## src/hdl/efwd_pkg.sv

```systemverilog
// ----------------------------------------------------------------------------
// efwd_pkg: shared types and constants for the earliest-free-worker dispatcher
// Sizes of the worker table and time base, item layout, back-end states and
// the worker-count clamp.
// ----------------------------------------------------------------------------
`default_nettype none

package efwd_pkg;

    // table and time base
    localparam int MAX_WORKERS = 8;
    localparam int TIME_BITS   = 32;

    // fixed port field widths
    localparam int COST_BITS    = 16;
    localparam int IO_TIME_BITS = 32;
    localparam int ID_BITS      = 3;
    localparam int CFG_BITS     = 4;

    // stream packing
    localparam int IN_DATA_BITS   = 48;
    localparam int OUT_FIELD_BITS = ID_BITS + 2 * IO_TIME_BITS;
    localparam int OUT_DATA_BITS  = ((OUT_FIELD_BITS + 7) / 8) * 8;

    // derived widths
    localparam int IDX_BITS = (MAX_WORKERS > 1) ? $clog2(MAX_WORKERS) : 1;
    localparam int CNT_BITS = $clog2(MAX_WORKERS + 1);
    localparam int SUM_BITS = ((TIME_BITS > COST_BITS) ? TIME_BITS : COST_BITS) + 1;

    // front-to-back queue
    localparam int QUEUE_DEPTH = 2;
    localparam int QPTR_BITS   = (QUEUE_DEPTH > 1) ? $clog2(QUEUE_DEPTH) : 1;
    localparam int QCNT_BITS   = $clog2(QUEUE_DEPTH + 1);

    typedef logic [TIME_BITS-1:0] time_t;
    typedef logic [COST_BITS-1:0] cost_t;
    typedef logic [IDX_BITS-1:0]  idx_t;
    typedef logic [CNT_BITS-1:0]  cnt_t;

    typedef struct packed {
        time_t ready_time;
        cost_t cost;
    } item_t;

    typedef enum logic [1:0] {
        BK_IDLE,
        BK_SCAN,
        BK_START,
        BK_FINISH
    } back_state_t;

    // zero workers act as one, too many saturate at the table size
    function automatic cnt_t eff_workers(input logic [CFG_BITS-1:0] value);
        cnt_t r;
        if (value == '0) begin
            r = cnt_t'(1);
        end else if (32'(value) > MAX_WORKERS) begin
            r = cnt_t'(MAX_WORKERS);
        end else begin
            r = cnt_t'(value);
        end
        return r;
    endfunction

endpackage

`default_nettype wire

```

## src/hdl/efwd_front.sv

```systemverilog
// ----------------------------------------------------------------------------
// efwd_front: input stage
// Takes items from the input stream, unpacks the fields, brings the ready
// time into the internal time base and holds the item until the queue has room.
// ----------------------------------------------------------------------------
`default_nettype none

module efwd_front (
    input  wire logic                                 aclk,
    input  wire logic                                 aresetn,
    input  wire logic                                 s_axis_tvalid,
    output logic                                      s_axis_tready,
    input  wire logic [efwd_pkg::IN_DATA_BITS-1:0]    s_axis_tdata,
    output logic                                      push_valid,
    input  wire logic                                 push_ready,
    output efwd_pkg::item_t                           push_item
);

    logic            valid_reg;
    efwd_pkg::item_t item_reg;
    logic            take;

    // room when empty or when the held item leaves this cycle
    assign s_axis_tready = !valid_reg || push_ready;
    assign take          = s_axis_tvalid && s_axis_tready;

    // hold flag
    always_ff @(posedge aclk) begin
        if (!aresetn) begin
            valid_reg <= 1'b0;
        end else if (take) begin
            valid_reg <= 1'b1;
        end else if (push_ready) begin
            valid_reg <= 1'b0;
        end
    end

    // unpack: ready time in bits 31:0, cost in bits 47:32
    always_ff @(posedge aclk) begin
        if (take) begin
            item_reg.ready_time <= efwd_pkg::time_t'(s_axis_tdata[31:0]);
            item_reg.cost       <= s_axis_tdata[47:32];
        end
    end

    assign push_valid = valid_reg;
    assign push_item  = item_reg;

endmodule

`default_nettype wire

```

## src/hdl/efwd_queue.sv

```systemverilog
// ----------------------------------------------------------------------------
// efwd_queue: short item queue between front and back
// Register-based FIFO so the front keeps taking items while the back scans.
// ----------------------------------------------------------------------------
`default_nettype none

module efwd_queue (
    input  wire logic             aclk,
    input  wire logic             aresetn,
    input  wire logic             wr_valid,
    output logic                  wr_ready,
    input  wire efwd_pkg::item_t  wr_item,
    output logic                  rd_valid,
    input  wire logic             rd_ready,
    output efwd_pkg::item_t       rd_item
);

    efwd_pkg::item_t                    entry_reg [efwd_pkg::QUEUE_DEPTH];
    logic [efwd_pkg::QPTR_BITS-1:0]     wr_ptr_reg;
    logic [efwd_pkg::QPTR_BITS-1:0]     rd_ptr_reg;
    logic [efwd_pkg::QCNT_BITS-1:0]     count_reg;
    logic [efwd_pkg::QPTR_BITS-1:0]     wr_ptr_next;
    logic [efwd_pkg::QPTR_BITS-1:0]     rd_ptr_next;
    logic                               do_wr;
    logic                               do_rd;

    assign wr_ready = (count_reg != efwd_pkg::QCNT_BITS'(efwd_pkg::QUEUE_DEPTH));
    assign rd_valid = (count_reg != '0);
    assign do_wr    = wr_valid && wr_ready;
    assign do_rd    = rd_valid && rd_ready;
    assign rd_item  = entry_reg[rd_ptr_reg];

    // pointer wrap
    always_comb begin
        wr_ptr_next = (wr_ptr_reg == efwd_pkg::QPTR_BITS'(efwd_pkg::QUEUE_DEPTH - 1))
                      ? '0 : wr_ptr_reg + 1'b1;
        rd_ptr_next = (rd_ptr_reg == efwd_pkg::QPTR_BITS'(efwd_pkg::QUEUE_DEPTH - 1))
                      ? '0 : rd_ptr_reg + 1'b1;
    end

    // pointers and fill count
    always_ff @(posedge aclk) begin
        if (!aresetn) begin
            wr_ptr_reg <= '0;
            rd_ptr_reg <= '0;
            count_reg  <= '0;
        end else begin
            if (do_wr) begin
                wr_ptr_reg <= wr_ptr_next;
            end
            if (do_rd) begin
                rd_ptr_reg <= rd_ptr_next;
            end
            if (do_wr && !do_rd) begin
                count_reg <= count_reg + 1'b1;
            end else if (do_rd && !do_wr) begin
                count_reg <= count_reg - 1'b1;
            end
        end
    end

    // storage
    always_ff @(posedge aclk) begin
        if (do_wr) begin
            entry_reg[wr_ptr_reg] <= wr_item;
        end
    end

endmodule

`default_nettype wire

```

## src/hdl/efwd_back.sv

```systemverilog
// ----------------------------------------------------------------------------
// efwd_back: dispatch engine
// Scans the worker free-time table one worker per cycle for the earliest free
// worker, computes start and saturated finish, updates the table and loads
// the result register.
// ----------------------------------------------------------------------------
`default_nettype none

module efwd_back (
    input  wire logic                                    aclk,
    input  wire logic                                    aresetn,
    input  wire efwd_pkg::cnt_t                          eff_count,
    input  wire logic                                    rd_valid,
    output logic                                         rd_ready,
    input  wire efwd_pkg::item_t                         rd_item,
    output logic                                         m_valid,
    input  wire logic                                    m_ready,
    output logic [efwd_pkg::ID_BITS-1:0]                 m_worker_id,
    output logic [efwd_pkg::IO_TIME_BITS-1:0]            m_start_time,
    output logic [efwd_pkg::IO_TIME_BITS-1:0]            m_finish_time
);

    efwd_pkg::back_state_t state_reg;
    efwd_pkg::back_state_t state_next;

    efwd_pkg::time_t free_reg [efwd_pkg::MAX_WORKERS];
    efwd_pkg::time_t ready_reg;
    efwd_pkg::cost_t cost_reg;
    efwd_pkg::cnt_t  idx_reg;
    efwd_pkg::idx_t  best_reg;
    efwd_pkg::time_t best_time_reg;
    efwd_pkg::time_t start_reg;

    logic                                 out_valid_reg;
    logic [efwd_pkg::ID_BITS-1:0]         out_id_reg;
    logic [efwd_pkg::IO_TIME_BITS-1:0]    out_start_reg;
    logic [efwd_pkg::IO_TIME_BITS-1:0]    out_finish_reg;

    efwd_pkg::cnt_t                   last_idx;
    efwd_pkg::time_t                  scan_time;
    logic [efwd_pkg::SUM_BITS-1:0]    sum;
    efwd_pkg::time_t                  finish;
    logic                             out_free;
    logic                             pop;
    logic                             fire;

    assign last_idx  = efwd_pkg::cnt_t'(eff_count - 1'b1);
    assign scan_time = free_reg[idx_reg[efwd_pkg::IDX_BITS-1:0]];
    assign out_free  = !out_valid_reg || m_ready;

    // finish = start + cost, saturated at the time maximum
    always_comb begin
        sum    = efwd_pkg::SUM_BITS'(start_reg) + efwd_pkg::SUM_BITS'(cost_reg);
        finish = (|sum[efwd_pkg::SUM_BITS-1:efwd_pkg::TIME_BITS])
                 ? '1 : sum[efwd_pkg::TIME_BITS-1:0];
    end

    // next state
    always_comb begin
        state_next = state_reg;
        case (state_reg)
            efwd_pkg::BK_IDLE: begin
                if (rd_valid) begin
                    state_next = (eff_count == efwd_pkg::cnt_t'(1))
                                 ? efwd_pkg::BK_START : efwd_pkg::BK_SCAN;
                end
            end
            efwd_pkg::BK_SCAN: begin
                if (idx_reg == last_idx) begin
                    state_next = efwd_pkg::BK_START;
                end
            end
            efwd_pkg::BK_START: begin
                state_next = efwd_pkg::BK_FINISH;
            end
            efwd_pkg::BK_FINISH: begin
                if (out_free) begin
                    state_next = efwd_pkg::BK_IDLE;
                end
            end
            default: begin
                state_next = efwd_pkg::BK_IDLE;
            end
        endcase
    end

    // state outputs
    always_comb begin
        pop  = 1'b0;
        fire = 1'b0;
        case (state_reg)
            efwd_pkg::BK_IDLE:   pop  = rd_valid;
            efwd_pkg::BK_FINISH: fire = out_free;
            default: begin
                pop  = 1'b0;
                fire = 1'b0;
            end
        endcase
    end

    assign rd_ready = pop;

    // control registers
    always_ff @(posedge aclk) begin
        if (!aresetn) begin
            state_reg     <= efwd_pkg::BK_IDLE;
            out_valid_reg <= 1'b0;
        end else begin
            state_reg <= state_next;
            if (fire) begin
                out_valid_reg <= 1'b1;
            end else if (m_ready) begin
                out_valid_reg <= 1'b0;
            end
        end
    end

    // worker free-time table: cleared at reset, written by the winner
    always_ff @(posedge aclk) begin
        if (!aresetn) begin
            for (int i = 0; i < efwd_pkg::MAX_WORKERS; i++) begin
                free_reg[i] <= '0;
            end
        end else if (fire) begin
            free_reg[best_reg] <= finish;
        end
    end

    // scan datapath
    always_ff @(posedge aclk) begin
        if (pop) begin
            ready_reg     <= rd_item.ready_time;
            cost_reg      <= rd_item.cost;
            best_reg      <= '0;
            best_time_reg <= free_reg[0];
            idx_reg       <= efwd_pkg::cnt_t'(1);
        end else if (state_reg == efwd_pkg::BK_SCAN) begin
            // strict less-than keeps the lower index on ties
            if (scan_time < best_time_reg) begin
                best_reg      <= idx_reg[efwd_pkg::IDX_BITS-1:0];
                best_time_reg <= scan_time;
            end
            idx_reg <= idx_reg + 1'b1;
        end
        if (state_reg == efwd_pkg::BK_START) begin
            start_reg <= (ready_reg > best_time_reg) ? ready_reg : best_time_reg;
        end
    end

    // result register
    always_ff @(posedge aclk) begin
        if (fire) begin
            out_id_reg     <= efwd_pkg::ID_BITS'(best_reg);
            out_start_reg  <= efwd_pkg::IO_TIME_BITS'(start_reg);
            out_finish_reg <= efwd_pkg::IO_TIME_BITS'(finish);
        end
    end

    assign m_valid       = out_valid_reg;
    assign m_worker_id   = out_id_reg;
    assign m_start_time  = out_start_reg;
    assign m_finish_time = out_finish_reg;

endmodule

`default_nettype wire

```

## src/hdl/earliest_free_worker_dispatch_core.sv

```systemverilog
// From input acceptance to result valid, an item passes the front stage, the queue and
//   the dispatch engine; active workers range 1..8.
// The dispatch engine takes a new item only once done with the last, paced by the
//   one-compare-per-cycle scan of the worker free-time table; a held result stalls it.
// Reset (aresetn low, synchronous): all worker free times zero, active workers 8,
//   queue and result register empty; no clearing pass.
// ----------------------------------------------------------------------------
// earliest_free_worker_dispatch_core: greedy list scheduler top level
// Front stage and queue feed a dispatch engine that assigns each task to the
// earliest free active worker and reports worker, start and finish time.
// ----------------------------------------------------------------------------
`default_nettype none

module earliest_free_worker_dispatch_core (
    input  wire logic                                  aclk,
    input  wire logic                                  aresetn,
    input  wire logic                                  s_axis_tvalid,
    output logic                                       s_axis_tready,
    // [31:0] ready_time, [47:32] cost
    input  wire logic [efwd_pkg::IN_DATA_BITS-1:0]     s_axis_tdata,
    output logic                                       m_axis_tvalid,
    input  wire logic                                  m_axis_tready,
    // [2:0] worker_id, [34:3] start_time, [66:35] finish_time, rest zero
    output logic [efwd_pkg::OUT_DATA_BITS-1:0]         m_axis_tdata,
    input  wire logic                                  cfg_wr_en,
    input  wire logic [efwd_pkg::CFG_BITS-1:0]         cfg_wr_data
);

    logic [efwd_pkg::CFG_BITS-1:0]        active_workers_reg;
    efwd_pkg::cnt_t                       eff_count;

    logic                                 push_valid;
    logic                                 push_ready;
    efwd_pkg::item_t                      push_item;
    logic                                 rd_valid;
    logic                                 rd_ready;
    efwd_pkg::item_t                      rd_item;

    logic [efwd_pkg::ID_BITS-1:0]         worker_id;
    logic [efwd_pkg::IO_TIME_BITS-1:0]    start_time;
    logic [efwd_pkg::IO_TIME_BITS-1:0]    finish_time;

    // active worker count register
    always_ff @(posedge aclk) begin
        if (!aresetn) begin
            active_workers_reg <= efwd_pkg::CFG_BITS'(8);
        end else if (cfg_wr_en) begin
            active_workers_reg <= cfg_wr_data;
        end
    end

    assign eff_count = efwd_pkg::eff_workers(active_workers_reg);

    efwd_front u_front (
        .aclk          (aclk),
        .aresetn       (aresetn),
        .s_axis_tvalid (s_axis_tvalid),
        .s_axis_tready (s_axis_tready),
        .s_axis_tdata  (s_axis_tdata),
        .push_valid    (push_valid),
        .push_ready    (push_ready),
        .push_item     (push_item)
    );

    efwd_queue u_queue (
        .aclk     (aclk),
        .aresetn  (aresetn),
        .wr_valid (push_valid),
        .wr_ready (push_ready),
        .wr_item  (push_item),
        .rd_valid (rd_valid),
        .rd_ready (rd_ready),
        .rd_item  (rd_item)
    );

    efwd_back u_back (
        .aclk          (aclk),
        .aresetn       (aresetn),
        .eff_count     (eff_count),
        .rd_valid      (rd_valid),
        .rd_ready      (rd_ready),
        .rd_item       (rd_item),
        .m_valid       (m_axis_tvalid),
        .m_ready       (m_axis_tready),
        .m_worker_id   (worker_id),
        .m_start_time  (start_time),
        .m_finish_time (finish_time)
    );

    // pack result item
    assign m_axis_tdata = {{(efwd_pkg::OUT_DATA_BITS - efwd_pkg::OUT_FIELD_BITS){1'b0}},
                           finish_time, start_time, worker_id};

    // the chosen worker is always one of the active ones
    a_worker_active: assert property (@(posedge aclk) disable iff (!aresetn)
        m_axis_tvalid |-> (efwd_pkg::cnt_t'(worker_id) < eff_count))
        else $error("dispatched to an inactive worker");

    // a task never finishes before it starts
    a_finish_after_start: assert property (@(posedge aclk) disable iff (!aresetn)
        m_axis_tvalid |-> (finish_time >= start_time))
        else $error("finish time below start time");

    // with a single worker everything goes to worker zero
    a_single_worker: assert property (@(posedge aclk) disable iff (!aresetn)
        (m_axis_tvalid && (eff_count == efwd_pkg::cnt_t'(1))) |-> (worker_id == '0))
        else $error("single-worker mode dispatched to a nonzero worker");

endmodule

`default_nettype wire
```

## config.mk

```make
export PLATFORM = sky130hd
export DESIGN_NAME = earliest_free_worker_dispatch_core
export DESIGN_NICKNAME = d
export VERILOG_FILES = /design/src/hdl/efwd_pkg.sv /design/src/hdl/efwd_front.sv /design/src/hdl/efwd_queue.sv /design/src/hdl/efwd_back.sv /design/src/hdl/earliest_free_worker_dispatch_core.sv
export SDC_FILE = /design/constraint.sdc
export NUM_CORES = 1
export LEC_CHECK = 0
export BUFFER_PORTS_ARGS = -buffer_cell sky130_fd_sc_hd__clkbuf_2
export CAP_MARGIN = 20
export CELL_PAD_IN_SITES_DETAIL_PLACEMENT = 1
export CELL_PAD_IN_SITES_GLOBAL_PLACEMENT = 2
export CORE_MARGIN = 1.5
export CORE_UTILIZATION = 45
export DETAILED_ROUTE_END_ITERATION = 12
export GPL_TIMING_DRIVEN = 0
export PLACE_DENSITY = 0.91
export SLEW_MARGIN = 20
export SYNTH_ARGS = -nofsm -noshare
export SYNTH_HDL_FRONTEND = slang
export SYNTH_SLANG_ARGS = --single-unit
```

## constraint.sdc

```tcl
create_clock -name aclk -period 7.8 [get_ports aclk]
set_clock_uncertainty 0.05 [all_clocks]
set_input_delay 1.56 -clock aclk [delete_from_list [all_inputs] [get_ports aclk]]
set_output_delay 1.56 -clock aclk [all_outputs]
set_load 0.01 [all_outputs]
```

==> impl_results.md <==
* Largest net degree at the start of global routing at 41
* ANT nets after route at 0
* Worst r2r dst: u_back.best_time_reg[25]
* Synth warn at 0
* Asr flop ratio synth at 0
* Crit-path max FO at 17
* Post-CTS Setup Bufs at 0
* Crit. End Element: flop
* Switching power total at 0.00432 W
* Logic pwr share at 0.359
* Initial Utilization at 0.457
* DRT iter0 DRCs at 1313
* First-pass GRT wire length at 105000 um
* Hold Violations, Final at 0
* Antenna cell count at 0
* Seq cells post-synth at 601
* H-tree lvl count at 3
* Flop-to-flop setup slack at 2.44 ns
* Final RePlAce weighted congestion at 0.858
* Overall global routing resource usage at 0.241
* Syn avg cell area at 15.0 um2
* Peak Freq at 187 MHz
* Number of global-route vias before repair at 17300
* Setup repair after global routing missed its margin: no
* Final core occ at 0.530
* Pwr/cell area at 397 nW/um2
* Share of cells above drive strength 1 at 0.235
* Post-route clock period utilization at 0.687
* Die Area at 59100 um2
* Critical Path Sink: u_back.best_time_reg[25]
* Clock Path Buffers at 3
* DIE WIDTH at 243 um
* Final min period at 5.36 ns
* I/O pins at 131
* Row count at 87
* Reg2reg path depth at 12
* Post-route DRC at 0
* Critical path type: reg2reg
* Count of different cell masters after synthesis at 75
* Most frequent cells in the layout: 579 x edfxtp_1, 381 x nor2_1, 124 x clkbuf_2
* Status: finished clean
* Clk_lat worst skew at 0.62 ns
* Sink Count at 601
* Switching share of power at 0.362
* Hpwl dp at 49400 um
* Remaining global-route overflow at 0
* CTS Hold Bufs at 0
* Final net count at 2092
* Max reg flops at 256
* Worst rel slew slack at 0.316
* Antenna violations before repair at 0
* Synthesis-to-layout area growth at 15.9%
* Post-synthesis cell area at 25900 um2
* Cells after Synth at 1733
* CP Launch Type: flop
* Post-cts gate resize count at 0
* Pre-antenna DRT Iters at 5
* Critical path arrival at 5.66 ns
* Setup violators final at 0
* FILL cells at 5461
* Hold Path Class: reg2reg
* Post-synth EDFFs at 579
* Fin cells at 2747
* Req. time, crit path at 8.10 ns
* Routed WL at 70600 um
* Peak VDD IR at 0.245 mV
* Int Power at 0.00761 W
* Commonest non-fill, non-tap cell in the layout: edfxtp_1
* P_leak at 11.4 nW
* Max_cap viols at 0
* Core area at 56700 um2
* WL per Instance at 25.7 um
* Port buffer count at 124
* Die height at 243 um
* Sequential area share after synthesis at 0.687
* Clock share of power at 0.256
* TritonCTS clock tree: yes
* Cells after DPL at 2633
* Via count at 15600
* Clk pin slew, worst setup/hold paths at 0.06 ns
* Clock root buffer: clkbuf_16
* Final Max Slew Viols at 0
* Slew at the pin closest to its max-slew limit at 1.03 ns
* Via density at 5.68
* CTS buffer count at 66
* Seq pwr share at 0.385
* Primary FF master, synth: edfxtp_1
cell usage after synthesis (all sizes together) (10+ instances only):
| master | n | area [um2] |
|---|---|---|
| mux2 | 111 | 1250 |
| o21ai | 29 | 145 |
| edfxtp | 579 | 17400 |
| and3 | 13 | 91.3 |
| clkbuf | 50 | 188 |
| nand2 | 53 | 199 |
| mux2i | 25 | 342 |
| a21o | 14 | 106 |
| dfxtp | 22 | 440 |
| mux4 | 62 | 1400 |
| ha | 88 | 1100 |
| nor3 | 10 | 61.3 |
| nand4 | 14 | 93.8 |
| buf | 25 | 145 |
| a21oi | 40 | 238 |
| nand2b | 15 | 93.8 |
| nor2 | 388 | 1480 |
| nand3 | 20 | 100 |
| inv | 82 | 308 |
worst min path at each step:
stage / from / endpoint / slack, ns / depth (start not counted)
after floorplan: u_back.best_reg[1] / u_back.m_worker_id[1] / 0.36 / 0
after global placement: u_front.push_item[18] / u_queue.entry_reg[1][18] / 0.37 / 0
after detailed placement: u_front.push_item[7] / u_queue.entry_reg[1][7] / 0.38 / 0
after CTS: u_front.push_item[30] / u_queue.entry_reg[0][30] / 0.39 / 0
after global routing: u_front.push_item[30] / u_queue.entry_reg[1][30] / 0.40 / 0
final: u_front.push_item[23] / u_queue.entry_reg[1][23] / 0.39 / 0
per-layer routing:
metal	vias to the layer above	wire length, um	track usage
met5	-	0	0
met4	0	3090	0.116
met3	157	4000	0.0471
met2	553	36400	0.423
met1	8087	27100	0.285
li1	6814	-	-
worst max-delay path, cell delays in order, from the launching register on:
cell and delay [ns]:
dfxtp_1 0.36, clkbuf_1 0.47, clkbuf_1 0.82, mux4_2 0.43, mux2_2 0.32, ha_1 0.32
nand4_1 0.10, nor3_1 0.47, o21ai_0 0.26, o221ai_1 0.42, a31oi_1 0.21, or2_2 0.59
buf_16 0.27
stage by stage:
step | setup TNS (ns) | hold slack, ns | setup slack, ns | power, W | cell area [um2]
after floorplan | 0 | 0.356 | 1.13 | 0.00725 | 26000
after global placement | -622.09 | 0.372 | -2.06 | 0.00852 | 27500
after detailed placement | 0 | 0.383 | 2.32 | 0.00881 | 27900
after CTS | 0 | 0.389 | 2.25 | 0.0119 | 30000
after global routing | 0 | 0.396 | 2.21 | 0.0124 | 30100
final | 0 | 0.389 | 2.44 | 0.0119 | 30100
power groups by stage:
stage	combinational, W	sequential (W)	clock (W)
2_1_floorplan	0.00272	0.00452	0
3_3_place_gp	0.00388	0.00465	0
3_5_place_dp	0.00416	0.00465	0
4_1_cts	0.00425	0.00459	0.00310
5_1_grt	0.00460	0.00464	0.00320
6_report	0.00428	0.00460	0.00305
logic make-up (layout without fill, tap and decap cells):
kind of cell,Yosys count,after routing,synth area share
buffers and inverters,157,411,0.0247
AND/OR/NAND/NOR,544,544,0.0903
other,1,5,0.000145
AO/OA/AOI/OAI,126,126,0.0334
adder cells (fa/ha/maj),89,89,0.0432
multiplexers,198,198,0.115
flip-flops,601,601,0.687
XOR/XNOR,17,17,0.00574
cell type report:
type,instances,area (um2),share of cell area
plain buffers,75,337,0.0112
clock buffers,80,1780,0.0592
clock inverters,33,317,0.0105
inverters,82,308,0.0102
multi-input cells,979,7530,0.251
flip-flops and latches,601,17800,0.593
well taps,756,946,0.0315
repair buffers,141,1010,0.0337
No activity file was read; power rests on OpenSTA's default activity.
